**config.mk**
```make
export PLATFORM = sky130hd
export DESIGN_NAME = analog_ladder_keypad_qualifier_top
export DESIGN_NICKNAME = d
export VERILOG_FILES = /design/src/alkq_pkg.sv /design/src/alkq_cfg_regs.sv /design/src/alkq_decode.sv /design/src/alkq_core.sv /design/src/analog_ladder_keypad_qualifier_top.sv
export VERILOG_INCLUDE_DIRS = /design/src /design/src/src
export SDC_FILE = /design/constraint.sdc
export NUM_CORES = 1
export LEC_CHECK = 0
export ABC_AREA = 0
export ABC_CLOCK_PERIOD_IN_PS = 21900
export BUFFER_PORTS_ARGS = -buffer_cell sky130_fd_sc_hd__buf_2
export CAP_MARGIN = 30
export CORE_MARGIN = 1.5
export CORE_UTILIZATION = 40
export DETAILED_ROUTE_END_ITERATION = 12
export PLACE_DENSITY_LB_ADDON = 0.05
export REMOVE_ABC_BUFFERS = 1
export SYNTH_ARGS = -nofsm -noshare
export SYNTH_HDL_FRONTEND = slang
export SYNTH_SLANG_ARGS = --single-unit
```
**constraint.sdc**
```tcl
create_clock -name clk -period 21.9 [get_ports clk]
set_input_delay 4.38 -clock clk [delete_from_list [all_inputs] [get_ports clk]]
set_output_delay 4.38 -clock clk [all_outputs]
set_load 0.01 [all_outputs]
```
**src/analog_ladder_keypad_qualifier_top_macros.svh**
```systemverilog
// ----------------------------------------------------------------------------
// Assertion macros for the analog ladder keypad qualifier
// Shared concurrent assertion forms, clocked on the rising edge and disabled
// while reset is asserted.
// ----------------------------------------------------------------------------
`ifndef ANALOG_LADDER_KEYPAD_QUALIFIER_TOP_MACROS_SVH
`define ANALOG_LADDER_KEYPAD_QUALIFIER_TOP_MACROS_SVH

// same-cycle implication
`define ALKQ_ASSERT_IMP(lbl, clk, rst_n, ante, cons, msg) \
  lbl: assert property (@(posedge clk) disable iff (!rst_n) (ante) |-> (cons)) \
    else $error(msg);

// next-cycle implication
`define ALKQ_ASSERT_NXT(lbl, clk, rst_n, ante, cons, msg) \
  lbl: assert property (@(posedge clk) disable iff (!rst_n) (ante) |=> (cons)) \
    else $error(msg);

`endif

```
**src/alkq_pkg.sv**
```systemverilog
// ----------------------------------------------------------------------------
// Keypad qualifier package
// Types, decode thresholds, event codes and register indexes.
// ----------------------------------------------------------------------------
package alkq_pkg;

  localparam int CH_W   = 1;
  localparam int ADC_W  = 10;
  localparam int TIME_W = 32;
  localparam int DLY_W  = 16;
  localparam int SLOT_W = 3;
  localparam int MASK_W = 8;
  localparam int CIDX_W = 3;

  localparam logic [SLOT_W-1:0] NO_KEY = 3'd4;

  localparam logic [SLOT_W-1:0] SLOTS_TWO   = 3'd2;
  localparam logic [SLOT_W-1:0] SLOTS_THREE = 3'd3;
  localparam logic [SLOT_W-1:0] SLOTS_FOUR  = 3'd4;

  localparam logic [ADC_W-1:0] NONE_LIMIT = 10'd950;
  localparam logic [ADC_W-1:0] TWO_NONE   = 10'd760;
  localparam logic [ADC_W-1:0] TWO_LO     = 10'd256;
  localparam logic [ADC_W-1:0] THREE_NONE = 10'd852;
  localparam logic [ADC_W-1:0] THREE_LO   = 10'd170;
  localparam logic [ADC_W-1:0] THREE_MID  = 10'd511;
  localparam logic [ADC_W-1:0] FOUR_LO    = 10'd76;
  localparam logic [ADC_W-1:0] FOUR_MID   = 10'd352;
  localparam logic [ADC_W-1:0] FOUR_HI    = 10'd618;

  localparam logic [DLY_W-1:0]  DEBOUNCE_RST   = 16'd50;
  localparam logic [DLY_W-1:0]  LONG_RST       = 16'd1000;
  localparam logic [DLY_W-1:0]  REPEAT_RST     = 16'd300;
  localparam logic [TIME_W-1:0] INACTIVITY_RST = 32'd60000;

  typedef enum logic [2:0] {
    EV_NONE   = 3'd0,
    EV_DOWN   = 3'd1,
    EV_UP     = 3'd2,
    EV_LONG   = 3'd3,
    EV_REPEAT = 3'd4,
    EV_IDLE   = 3'd5
  } ev_kind_t;

  typedef enum logic [CIDX_W-1:0] {
    CFG_DEBOUNCE   = 3'd0,
    CFG_LONG       = 3'd1,
    CFG_REPEAT     = 3'd2,
    CFG_INACTIVITY = 3'd3,
    CFG_SLOTS_CH0  = 3'd4,
    CFG_SLOTS_CH1  = 3'd5
  } cfg_idx_t;

  typedef struct packed {
    logic [DLY_W-1:0]  debounce;
    logic [DLY_W-1:0]  long_press;
    logic [DLY_W-1:0]  repeat_dly;
    logic [TIME_W-1:0] inactivity;
    logic [SLOT_W-1:0] slots_ch0;
    logic [SLOT_W-1:0] slots_ch1;
  } cfg_t;

  typedef struct packed {
    logic [SLOT_W-1:0] held;
    logic [TIME_W-1:0] bounce;
    logic [TIME_W-1:0] long_dl;
    logic [TIME_W-1:0] rpt;
  } chan_st_t;

  localparam chan_st_t CHAN_RST = '{held: NO_KEY, bounce: '0, long_dl: '0, rpt: '0};

  // one-hot key position: bit channel*4 + slot, nothing for no key
  function automatic logic [MASK_W-1:0] key_bit(logic [CH_W-1:0] ch,
                                                logic [SLOT_W-1:0] slot);
    logic [MASK_W-1:0] res;
    res = '0;
    if (slot < NO_KEY) begin
      res = MASK_W'(1) << {ch, slot[1:0]};
    end
    return res;
  endfunction

endpackage

```
**src/alkq_cfg_regs.sv**
```systemverilog
// ----------------------------------------------------------------------------
// Keypad qualifier configuration registers
// Delay and ladder-size registers written through the configuration channel.
// ----------------------------------------------------------------------------
module alkq_cfg_regs (
  input  logic                       clk,
  input  logic                       rst_n,
  input  logic                       cfg_valid,
  output logic                       cfg_ready,
  input  logic [alkq_pkg::CIDX_W-1:0] cfg_index,
  input  logic [alkq_pkg::TIME_W-1:0] cfg_data,
  output alkq_pkg::cfg_t             cfg
);

  alkq_pkg::cfg_t cfg_r;
  alkq_pkg::cfg_t cfg_nxt;

  assign cfg_ready = 1'b1;
  assign cfg       = cfg_r;

  always_comb begin
    cfg_nxt = cfg_r;
    if (cfg_valid) begin
      case (alkq_pkg::cfg_idx_t'(cfg_index))
        alkq_pkg::CFG_DEBOUNCE:   cfg_nxt.debounce   = cfg_data[alkq_pkg::DLY_W-1:0];
        alkq_pkg::CFG_LONG:       cfg_nxt.long_press = cfg_data[alkq_pkg::DLY_W-1:0];
        alkq_pkg::CFG_REPEAT:     cfg_nxt.repeat_dly = cfg_data[alkq_pkg::DLY_W-1:0];
        alkq_pkg::CFG_INACTIVITY: cfg_nxt.inactivity = cfg_data;
        alkq_pkg::CFG_SLOTS_CH0:  cfg_nxt.slots_ch0  = cfg_data[alkq_pkg::SLOT_W-1:0];
        alkq_pkg::CFG_SLOTS_CH1:  cfg_nxt.slots_ch1  = cfg_data[alkq_pkg::SLOT_W-1:0];
        default: ;
      endcase
    end
  end

  always_ff @(posedge clk) begin
    if (!rst_n) begin
      cfg_r.debounce   <= alkq_pkg::DEBOUNCE_RST;
      cfg_r.long_press <= alkq_pkg::LONG_RST;
      cfg_r.repeat_dly <= alkq_pkg::REPEAT_RST;
      cfg_r.inactivity <= alkq_pkg::INACTIVITY_RST;
      cfg_r.slots_ch0  <= alkq_pkg::SLOTS_THREE;
      cfg_r.slots_ch1  <= alkq_pkg::SLOTS_TWO;
    end else begin
      cfg_r <= cfg_nxt;
    end
  end

endmodule

```
**src/alkq_decode.sv**
```systemverilog
// ----------------------------------------------------------------------------
// Keypad ladder decoder
// Maps an ADC reading to a key slot using the threshold set for 2, 3 or 4 keys.
// ----------------------------------------------------------------------------
module alkq_decode (
  input  logic [alkq_pkg::ADC_W-1:0]  adc,
  input  logic [alkq_pkg::SLOT_W-1:0] slots,
  output logic [alkq_pkg::SLOT_W-1:0] slot
);

  always_comb begin
    slot = alkq_pkg::NO_KEY;
    if (adc <= alkq_pkg::NONE_LIMIT) begin
      case (slots)
        alkq_pkg::SLOTS_TWO: begin
          if (adc > alkq_pkg::TWO_NONE)    slot = alkq_pkg::NO_KEY;
          else if (adc < alkq_pkg::TWO_LO) slot = 3'd0;
          else                             slot = 3'd1;
        end
        alkq_pkg::SLOTS_THREE: begin
          if (adc > alkq_pkg::THREE_NONE)      slot = alkq_pkg::NO_KEY;
          else if (adc < alkq_pkg::THREE_LO)   slot = 3'd0;
          else if (adc < alkq_pkg::THREE_MID)  slot = 3'd1;
          else                                 slot = 3'd2;
        end
        alkq_pkg::SLOTS_FOUR: begin
          if (adc < alkq_pkg::FOUR_LO)       slot = 3'd0;
          else if (adc < alkq_pkg::FOUR_MID) slot = 3'd1;
          else if (adc < alkq_pkg::FOUR_HI)  slot = 3'd2;
          else                               slot = 3'd3;
        end
        default: slot = alkq_pkg::NO_KEY; // unsupported ladder size
      endcase
    end
  end

endmodule

```
**src/alkq_core.sv**
```systemverilog
// ----------------------------------------------------------------------------
// Keypad qualifier core
// Per-channel key state and deadlines; computes the event for the registered
// sample and commits the state update when the sample moves to the output.
// ----------------------------------------------------------------------------
`include "analog_ladder_keypad_qualifier_top_macros.svh"

module alkq_core #(
  parameter int NUM_CHANNELS = 2
) (
  input  logic                        clk,
  input  logic                        rst_n,
  input  logic                        fire,
  input  logic [alkq_pkg::TIME_W-1:0] time_now,
  input  logic [alkq_pkg::CH_W-1:0]   channel,
  input  logic [alkq_pkg::ADC_W-1:0]  adc_reading,
  input  alkq_pkg::cfg_t              cfg,
  output alkq_pkg::ev_kind_t          ev_kind,
  output logic [alkq_pkg::MASK_W-1:0] key_mask
);

  alkq_pkg::chan_st_t          st_r [NUM_CHANNELS];
  logic [alkq_pkg::TIME_W-1:0] shared_r;
  logic [alkq_pkg::TIME_W-1:0] shared_nxt;
  logic [alkq_pkg::TIME_W-1:0] idle_r;
  logic [alkq_pkg::TIME_W-1:0] idle_nxt;

  alkq_pkg::chan_st_t          cur;
  alkq_pkg::chan_st_t          st_nxt;
  logic [alkq_pkg::SLOT_W-1:0] oth_held;
  logic [alkq_pkg::MASK_W-1:0] oth_mask;
  logic                        ch_ok;
  logic [alkq_pkg::SLOT_W-1:0] slots;
  logic [alkq_pkg::SLOT_W-1:0] vk;
  logic [alkq_pkg::TIME_W-1:0] t_bounce;
  logic [alkq_pkg::TIME_W-1:0] t_long;
  logic [alkq_pkg::TIME_W-1:0] t_rpt;
  logic [alkq_pkg::TIME_W-1:0] t_idle;

  assign ch_ok = ({{(alkq_pkg::TIME_W-alkq_pkg::CH_W){1'b0}}, channel}
                  < alkq_pkg::TIME_W'(NUM_CHANNELS));
  assign slots = channel[0] ? cfg.slots_ch1 : cfg.slots_ch0;

  alkq_decode u_decode (
    .adc   (adc_reading),
    .slots (slots),
    .slot  (vk)
  );

  // state of the sampled channel and the held key of the other one
  always_comb begin
    cur      = alkq_pkg::CHAN_RST;
    oth_held = alkq_pkg::NO_KEY;
    for (int c = 0; c < NUM_CHANNELS; c++) begin
      if (alkq_pkg::CH_W'(c) == channel) cur      = st_r[c];
      else                              oth_held = st_r[c].held;
    end
    oth_mask = alkq_pkg::key_bit(~channel, oth_held);
  end

  assign t_bounce = time_now + alkq_pkg::TIME_W'(cfg.debounce);
  assign t_long   = time_now + alkq_pkg::TIME_W'(cfg.long_press);
  assign t_rpt    = time_now + alkq_pkg::TIME_W'(cfg.repeat_dly);
  assign t_idle   = time_now + cfg.inactivity;

  always_comb begin
    st_nxt     = cur;
    shared_nxt = shared_r;
    idle_nxt   = idle_r;
    ev_kind    = alkq_pkg::EV_NONE;
    key_mask   = '0;
    if (ch_ok && !(time_now < cur.bounce)) begin
      if (vk == cur.held) begin
        if (vk == alkq_pkg::NO_KEY) begin
          if (time_now >= idle_r) begin
            ev_kind  = alkq_pkg::EV_IDLE;
            key_mask = oth_mask;
            idle_nxt = t_idle;
          end
        end else if (cur.rpt != '0 && time_now >= cur.rpt) begin
          // shared gate keeps both channels from repeating too fast together
          if (time_now >= shared_r) begin
            ev_kind    = alkq_pkg::EV_REPEAT;
            key_mask   = alkq_pkg::key_bit(channel, vk) | oth_mask;
            shared_nxt = t_rpt;
          end
          st_nxt.rpt = t_rpt;
        end else if (cur.long_dl != '0 && time_now >= cur.long_dl) begin
          st_nxt.long_dl = '0;
          st_nxt.rpt     = t_rpt;
          ev_kind        = alkq_pkg::EV_LONG;
          key_mask       = alkq_pkg::key_bit(channel, vk) | oth_mask;
        end
      end else if (cur.bounce == '0) begin
        st_nxt.bounce = t_bounce;
      end else if (cur.held == alkq_pkg::NO_KEY) begin
        st_nxt.long_dl = t_long;
        st_nxt.rpt     = '0;
        st_nxt.bounce  = '0;
        st_nxt.held    = vk;
        ev_kind        = alkq_pkg::EV_DOWN;
        key_mask       = alkq_pkg::key_bit(channel, vk) | oth_mask;
        idle_nxt       = t_idle;
      end else if (vk == alkq_pkg::NO_KEY) begin
        st_nxt.long_dl = '0;
        st_nxt.rpt     = '0;
        st_nxt.bounce  = '0;
        st_nxt.held    = alkq_pkg::NO_KEY;
        ev_kind        = alkq_pkg::EV_UP;
        key_mask       = alkq_pkg::key_bit(channel, cur.held) | oth_mask;
        idle_nxt       = t_idle;
      end
      // key-to-key change is a transient: nothing moves
    end
  end

  always_ff @(posedge clk) begin
    if (!rst_n) begin
      for (int c = 0; c < NUM_CHANNELS; c++) begin
        st_r[c] <= alkq_pkg::CHAN_RST;
      end
      shared_r <= '0;
      idle_r   <= alkq_pkg::INACTIVITY_RST;
    end else if (fire) begin
      for (int c = 0; c < NUM_CHANNELS; c++) begin
        if (ch_ok && alkq_pkg::CH_W'(c) == channel) st_r[c] <= st_nxt;
      end
      shared_r <= shared_nxt;
      idle_r   <= idle_nxt;
    end
  end

  `ALKQ_ASSERT_IMP(a_held_range, clk, rst_n, 1'b1, st_r[0].held <= alkq_pkg::NO_KEY, "held key out of range")
  `ALKQ_ASSERT_NXT(a_down_arms_long, clk, rst_n, fire && ev_kind == alkq_pkg::EV_DOWN && channel == 1'b0, st_r[0].held != alkq_pkg::NO_KEY && st_r[0].bounce == '0, "key down did not latch key")
  `ALKQ_ASSERT_IMP(a_none_no_mask, clk, rst_n, ev_kind == alkq_pkg::EV_NONE, key_mask == '0, "mask set without event")

endmodule

```
**src/analog_ladder_keypad_qualifier_top.sv**
```systemverilog
// ----------------------------------------------------------------------------
// Analog ladder keypad qualifier
// Decodes resistor-ladder keypad samples and qualifies them into key down,
// key up, long press, auto-repeat and inactivity events.
// ----------------------------------------------------------------------------
//  channel  handshake              payload
//  -------  ---------------------  --------------------------------------
//  in       in_valid / in_stall    in_time_now, in_channel, in_adc_reading
//  out      out_valid / out_stall  out_event_kind, out_key_mask
//  cfg      cfg_valid / cfg_ready  cfg_index, cfg_data
//
// One transaction per cycle sustained while the output is not stalled; a sample
// goes from the input register through one pass of decode and qualification
// logic into the result register.
// Reset (rst_n low, synchronous) restores register defaults and clears all
// key state; no clearing pass is needed.
// A stall on the output holds the result register; the input register keeps
// accepting until it also holds a sample, then in_stall rises.
// ----------------------------------------------------------------------------
`include "analog_ladder_keypad_qualifier_top_macros.svh"

module analog_ladder_keypad_qualifier_top #(
  parameter int NUM_CHANNELS = 2
) (
  input  logic                        clk,
  input  logic                        rst_n,
  input  logic                        in_valid,
  output logic                        in_stall,
  input  logic [alkq_pkg::TIME_W-1:0] in_time_now,
  input  logic [alkq_pkg::CH_W-1:0]   in_channel,
  input  logic [alkq_pkg::ADC_W-1:0]  in_adc_reading,
  output logic                        out_valid,
  input  logic                        out_stall,
  output logic [2:0]                  out_event_kind,
  output logic [alkq_pkg::MASK_W-1:0] out_key_mask,
  input  logic                        cfg_valid,
  output logic                        cfg_ready,
  input  logic [alkq_pkg::CIDX_W-1:0] cfg_index,
  input  logic [alkq_pkg::TIME_W-1:0] cfg_data
);

  logic                        in_vld_r;
  logic                        in_vld_nxt;
  logic [alkq_pkg::TIME_W-1:0] in_time_r;
  logic [alkq_pkg::CH_W-1:0]   in_ch_r;
  logic [alkq_pkg::ADC_W-1:0]  in_adc_r;
  logic                        out_vld_r;
  logic                        out_vld_nxt;
  alkq_pkg::ev_kind_t          out_kind_r;
  logic [alkq_pkg::MASK_W-1:0] out_mask_r;

  logic                        in_acc;
  logic                        fire;
  alkq_pkg::cfg_t              cfg;
  alkq_pkg::ev_kind_t          ev_kind;
  logic [alkq_pkg::MASK_W-1:0] ev_mask;

  alkq_cfg_regs u_cfg (
    .clk       (clk),
    .rst_n     (rst_n),
    .cfg_valid (cfg_valid),
    .cfg_ready (cfg_ready),
    .cfg_index (cfg_index),
    .cfg_data  (cfg_data),
    .cfg       (cfg)
  );

  alkq_core #(
    .NUM_CHANNELS (NUM_CHANNELS)
  ) u_core (
    .clk         (clk),
    .rst_n       (rst_n),
    .fire        (fire),
    .time_now    (in_time_r),
    .channel     (in_ch_r),
    .adc_reading (in_adc_r),
    .cfg         (cfg),
    .ev_kind     (ev_kind),
    .key_mask    (ev_mask)
  );

  // sample moves to the result register unless a held result blocks it
  assign fire     = in_vld_r && !(out_vld_r && out_stall);
  assign in_stall = in_vld_r && !fire;
  assign in_acc   = in_valid && !in_stall;

  assign in_vld_nxt  = in_acc || (in_vld_r && !fire);
  assign out_vld_nxt = fire || (out_vld_r && out_stall);

  always_ff @(posedge clk) begin
    if (!rst_n) begin
      in_vld_r  <= 1'b0;
      out_vld_r <= 1'b0;
    end else begin
      in_vld_r  <= in_vld_nxt;
      out_vld_r <= out_vld_nxt;
    end
  end

  always_ff @(posedge clk) begin
    if (in_acc) begin
      in_time_r <= in_time_now;
      in_ch_r   <= in_channel;
      in_adc_r  <= in_adc_reading;
    end
    if (fire) begin
      out_kind_r <= ev_kind;
      out_mask_r <= ev_mask;
    end
  end

  assign out_valid      = out_vld_r;
  assign out_event_kind = out_kind_r;
  assign out_key_mask   = out_mask_r;

  `ALKQ_ASSERT_NXT(a_fire_loads_out, clk, rst_n, fire, out_vld_r, "result lost after fire")
  `ALKQ_ASSERT_IMP(a_none_zero_mask, clk, rst_n, out_vld_r && out_kind_r == alkq_pkg::EV_NONE, out_mask_r == '0, "mask on empty result")
  `ALKQ_ASSERT_IMP(a_key_event_mask, clk, rst_n, out_vld_r && (out_kind_r == alkq_pkg::EV_DOWN || out_kind_r == alkq_pkg::EV_UP || out_kind_r == alkq_pkg::EV_LONG || out_kind_r == alkq_pkg::EV_REPEAT), out_mask_r != '0, "key event without key")
  `ALKQ_ASSERT_IMP(a_free_in_no_stall, clk, rst_n, !out_vld_r, !in_stall, "stall with empty result register")

endmodule
```
==> results of run 1 <==
[registers in the layout, summed over array words and instances, names as in the netlist, 3 cells and up]
| signal | count |
|---|---|
| u_core.st_r | 198 |
| u_cfg.cfg | 86 |
| in_time_r | 32 |
| u_core.idle_r | 32 |
| u_core.shared_r | 32 |
| in_adc_r | 10 |
| out_key_mask | 8 |
| out_event_kind | 3 |
[final cells by class]
class	count	share of cell area
tap	782	0.0358
sequential	404	0.388
multi-input combinational	1833	0.473
clock inverter	31	0.00796
inverter	104	0.0143
timing repair buffer	144	0.0325
clock buffer	59	0.0488
[layer usage]
metal / vias up / share of wire
li1: 9281 / -
met1: 9305 / 0.46
met2: 502 / 0.45
met3: 141 / 0.050
met4: 4 / 0.043
met5: - / 0.00033
[final timing paths]
| kind | start | end | slack, ns | cells after the start |
|---|---|---|---|---|
| worst max register to register | in_ch_r | u_core.st_r[0][25] | 15.91 | 13 |
| worst min-delay path | u_cfg.cfg[69] | u_cfg.cfg[69] | 0.46 | 2 |
| worst min register to register | u_cfg.cfg[69] | u_cfg.cfg[69] | 0.46 | 2 |
| worst max-delay path | out_stall | in_stall | 12.65 | 3 |
[cells by family after synthesis]
logic type      count (synthesis)  synth area share
mux                           146            0.0603
other cells                     1          0.000154
compound gates                610             0.159
fa+ha+maj                     242             0.126
simple gates                  718             0.143
buf+inv                       202            0.0340
flops                         404             0.436
xor+xnor                      116            0.0418
[critical path: stages]
cell    delay, ns
buf_2        0.09
and3_1       0.23
buf_2        0.16
[synthesized netlist by cell type, drive strengths merged (16+ instances only)]
master   number  area share
clkbuf       68       0.010
xnor2        59       0.021
o21ai        77       0.016
a2bb2oi      17      0.0061
nor3         27      0.0058
inv         104       0.016
a31oi        18      0.0046
nand4        41       0.011
o211ai       22      0.0070
a21o         90       0.028
dfxtp       152        0.13
and3         19      0.0049
nor2b        20      0.0051
nand2b       25      0.0064
nand3        71       0.015
or2          16      0.0042
mux2i       141       0.058
buf          30      0.0075
o22ai        64       0.016
nand2       261       0.040
nor2        131       0.021
and2         23      0.0059
edfxtp      252        0.31
ha          238        0.12
a21oi       216       0.044
nor4         43       0.011
xor2         57       0.021
[power by group]
group / leakage, nW / switching [mW] / total, mW / internal (mW)
Sequential: 3.83 / 0.0248 / 0.875 / 0.850
Combinational: 6.59 / 0.213 / 0.336 / 0.123
Clock: 0.757 / 0.336 / 0.793 / 0.457
[metrics by stage]
stage	hold slack (ns)	area [sq um]	cells	util
after floorplan	0.432	23900	2341	-
after global placement	0.445	25700	3263	0.427
after detailed placement	0.454	25800	3266	0.428
after CTS	0.462	27300	3356	0.454
after global routing	0.485	27400	3357	0.454
final	0.458	27400	3357	0.454
[cell usage in the layout (no fill, tap or decap), types with 7 or more instances in the layout]
cell	n
and3_1	19
xor2_1	57
o21bai_1	10
clkinv_1	10
mux2i_1	141
and2_1	23
o21a_1	15
buf_4	46
nor2b_1	19
nor4_1	43
nand2_1	260
or3_1	10
o21ai_0	75
and4_1	7
a21oi_1	216
a22oi_1	7
ha_1	238
o211ai_1	21
clkinv_2	11
nand2b_1	25
buf_2	95
nand3_1	70
a211oi_1	12
nor2_1	128
xnor2_1	59
or2_2	14
clkbuf_16	51
nor3_1	26
o32ai_1	9
a2bb2oi_1	17
nand4_1	41
a211o_1	7
o22ai_1	64
a31oi_1	18
a21o_1	90
dfxtp_1	152
inv_1	103
edfxtp_1	252
==> flow_metrics.py, run 1 <==
metrics = {
    "hold_path": {
        "hp-class": "reg -> reg",
    },
    "sta": {
        "report.final.slew_viol_count": 0,
        "worst_pin_slew_ns": 1.10,
        "tns_ns": 0,
        "final-hold-violation-count": 0,
        "fin_skew_ns": 0.0229,
        "period_share": 0.422,
        "fmax_ghz": 0.108,
        "setup_slack_ns": 12.65,
        "finalSetupViolCount": 0,
        "layout_min_cycle_time_ns": 9.25,
        "slew_headroom": 0.263,
        "rsz0062_at_grt": "no",
    },
    "routing": {
        "drc": 0,
        "via_per_inst": 5.73,
        "drt_iter0_markers": 1364,
        "first_pass_iters": 5,
        "num_vias": 19200,
        "wirelength_microns": 78100,
        "wl_per_cell_microns": 23.3,
        "ant_nets": 0,
    },
    "global_routing": {
        "grt_use_total": 0.249,
        "antenna_found_initial": 3,
        "busiest_layer": "met2",
        "use_met2": 0.397,
        "met1_usage": 0.341,
        "grt_pass1_vias": 18800,
        "grt_max_degree": 119,
        "grt_pass1_wl_microns": 117000,
        "use_met3": 0.0335,
        "overflow": 0,
    },
    "die": {
        "die_x_microns": 250,
        "io_pins": 97,
        "die_h_microns": 250,
        "dieArea_sq_mm": 0.0623,
        "core-area_sq_mm": 0.0602,
        "row_count": 90,
        "start_util": 0.404,
    },
    "layout": {
        "nFillCells": 5741,
        "syn_to_final_growth_pct": 12.5,
        "ff_latch_area_sq_mm": 0.0106,
        "antenna_cells": 0,
        "multi_input_area_sq_mm": 0.0129,
        "drive_gt1_frac": 0.100,
        "final_nets": 2860,
    },
    "clocking": {
        "cts_buffers": 48,
        "tritoncts": "yes",
        "clockRootBuffer": "clkbuf_16",
        "cts_hold_buffers": 0,
        "cts_buffer_depth": 3,
        "cts_sinks": 404,
        "insertion_delay_ns": 0.60,
        "ctsHtreeMaxLevel": 2,
        "post-cts-setup-buffers": 0,
        "ctsResizeCount": 0,
        "cts.clk_slew.worst_paths_ns": 0.05,
    },
    "yosys": {
        "synth-edff-count": 252,
        "netlist_area_sq_mm": 0.0243,
        "yosysUniqueCellTypes": 79,
        "ys_seq_elements": 404,
        "synth_async_sr_flop_share": 0,
        "seq_area_frac_synth": 0.436,
        "avgSynthCellArea_sq_um": 9.97,
        "synthCells": 2439,
        "ys_warn_count": 0,
        "synth_ff_type": "edfxtp_1",
    },
    "job": {
        "max_cap_viol_count": 0,
    },
    "place": {
        "io_buffers": 95,
        "dpl.hpwl_microns": 54500,
        "place_congestion": 0.913,
        "place_ws_ns": 12.65,
    },
    "power": {
        "power_per_cell_area_mw_per_mm2": 73.2,
        "vdd_drop_max_mv": 0.0613,
        "power_mw": 2.00,
        "total_leakage_power_nw": 11.2,
    },
    "setup_path": {
        "cp-end-kind": "output port",
        "criticalPathCategory": "in -> out",
        "crit_path_max_fanout": 3,
        "required_ns": 17.52,
        "cp.arrival_ns": 4.87,
        "worst_setup_path_start_kind": "primary input",
    },
    "run_status": {
        "status": "finished clean",
    },
}
No activity file was read; power rests on OpenSTA's default activity.
==> run 2, diff against run 1 <==
- ABC_CLOCK_PERIOD_IN_PS: 21900 -> 9200
- clock period: 21.9 -> 9.2 ns (I/O delays scaled with it)
==> run 2 against run 1 <==
- final area grew 0.25%
- power grew 140%
- largest cell class unchanged
- clock skew shrank 0.0027 ns
- routed wire length grew 1.5%
- sequential share of layout area shrank 0.096 points
==> flow_metrics.py, run 2 (synthesis results as in run 1) <==
metrics = {
    "routing": {
        "wirelength_microns": 79300,
        "drc": 0,
        "via_per_inst": 5.74,
        "drt_iter0_markers": 1585,
        "ant_nets": 0,
        "num_vias": 19300,
        "wl_per_cell_microns": 23.6,
        "first_pass_iters": 5,
    },
    "layout": {
        "largest_reg_flops": 198,
        "final_common_cell": "nand2_1",
        "final_nets": 2863,
        "nFillCells": 5690,
        "fin_area_sq_mm": 0.0274,
        "drive_gt1_frac": 0.102,
        "syn_to_final_growth_pct": 12.8,
        "stdcell_count": 3359,
        "top_register": "u_core.st_r",
        "fin_util": 0.455,
        "layout_common_cells": "nand2_1, edfxtp_1, ha_1",
    },
    "hold_path": {
        "min_path_cells": 2,
        "hp-class": "reg -> reg",
        "hold_start": "u_cfg.cfg[10]",
        "worstHoldEndpoint": "u_cfg.cfg[10]",
    },
    "setup_path": {
        "worst_setup_path_start_kind": "flip-flop",
        "crit_chain": "buf_12 -> buf_4 -> mux2i_1 -> ha_1 -> a21o_1 -> a21oi_1 -> o21ai_0 -> and3_1 -> nor3_1 -> o21a_1 -> or3_1 -> or2_4 -> nand3_2 -> o22ai_1",
        "cp.arrival_ns": 5.80,
        "required_ns": 9.58,
        "crit_path_max_fanout": 96,
        "criticalPathCategory": "reg -> reg",
        "ff2ff_setup_slack_ns": 3.77,
        "worst-path-buf-inv": 2,
        "reg2reg_to": "u_core.st_r[0][21]",
        "slowest_delay_ns": 0.62,
        "r2r_cells": 14,
        "worstReg2RegStart": "in_ch_r",
        "cp-end-kind": "flip-flop",
        "cp_top_family": "simple AND/OR/NAND/NOR gates",
        "cp_slowest_cell": "buf_4",
    },
    "die": {
        "core-area_sq_mm": 0.0602,
        "dieArea_sq_mm": 0.0623,
        "row_count": 90,
        "io_pins": 97,
        "die_x_microns": 250,
        "die_h_microns": 250,
        "start_util": 0.404,
    },
    "global_routing": {
        "grt_pass1_vias": 19100,
        "grt_pass1_wl_microns": 119000,
        "grt_use_total": 0.253,
        "grt_max_degree": 97,
        "antenna_found_initial": 6,
        "overflow": 0,
    },
    "place": {
        "dpl.hpwl_microns": 54800,
        "place_ws_ns": 3.76,
        "io_buffers": 95,
        "placed_cells": 3269,
        "place_congestion": 0.871,
        "dpl_cell_area_sq_mm": 0.0258,
    },
    "run_status": {
        "status": "finished clean",
    },
    "sta": {
        "fmax_ghz": 0.184,
        "slew_headroom": 0.311,
        "tns_ns": 0,
        "holdWs_ns": 0.461,
        "worst_pin_slew_ns": 1.03,
        "period_share": 0.590,
        "fin_skew_ns": 0.0201,
        "layout_min_cycle_time_ns": 5.43,
        "final-hold-violation-count": 0,
        "finalSetupViolCount": 0,
        "rsz0062_at_grt": "no",
        "report.final.slew_viol_count": 0,
        "setup_slack_ns": 3.77,
    },
    "clocking": {
        "clockRootBuffer": "clkbuf_16",
        "cts_sinks": 404,
        "post-cts-setup-buffers": 0,
        "ctsHtreeMaxLevel": 2,
        "ctsResizeCount": 0,
        "cts_buffer_depth": 3,
        "tritoncts": "yes",
        "cts_hold_buffers": 0,
        "cts_buffers": 48,
        "cts.clk_slew.worst_paths_ns": 0.06,
        "insertion_delay_ns": 0.58,
    },
    "power": {
        "power_per_cell_area_mw_per_mm2": 177,
        "vdd_drop_max_mv": 0.140,
        "power_mw": 4.85,
        "total_leakage_power_nw": 11.2,
    },
    "job": {
        "max_cap_viol_count": 0,
    },
}
-- run 2: cell type report --
class	count	area (sq um)	area share
Multi-Input combinational cell	1833	12900	0.471
Sequential cell	404	10600	0.387
Clock buffer	57	1310	0.0477
Tap cell	782	978	0.0357
Timing Repair Buffer	147	888	0.0324
Inverter	104	392	0.0143
Clock inverter	29	315	0.0115
Antenna cell	3	7.51	0.000274
-- run 2: report_power, final --
| part | switching, mW | internal [mW] | leakage (nW) |
|---|---|---|---|
| clock network | 0.782 | 1.18 | 0.790 |
| logic | 0.509 | 0.291 | 6.60 |
| registers | 0.0597 | 2.02 | 3.83 |
-- run 2: tightest hold or removal path, delay by kind of cell, from the launching register on --
family	cells	cell delay (ns)
simple gates	1	0.05
compound gates	1	0.05
flops	1	0.31
-- run 2: worst max path at each step --
stage	startpoint	to	slack, ns	cells past startpoint
6_report	in_ch_r	u_core.st_r[0][21]	3.77	14
5_1_grt	in_ch_r	u_core.st_r[0][29]	3.36	14
4_1_cts	in_ch_r	u_core.st_r[0][30]	3.71	14
3_5_place_dp	in_ch_r	u_core.st_r[0][9]	3.76	14
3_3_place_gp	in_ch_r	u_core.st_r[0][116]	3.89	14
2_1_floorplan	in_ch_r	u_core.st_r[0][0]	-3.08	1
-- run 2: per-layer routing --
metal  vias to the layer above  GRT usage  wire length [microns]
met3                       172     0.0429                   5240
met5                         -          0                     27
met4                         4      0.103                   3660
met1                      9237      0.333                  34600
met2                       577      0.413                  35700
li1                       9280          -                      -
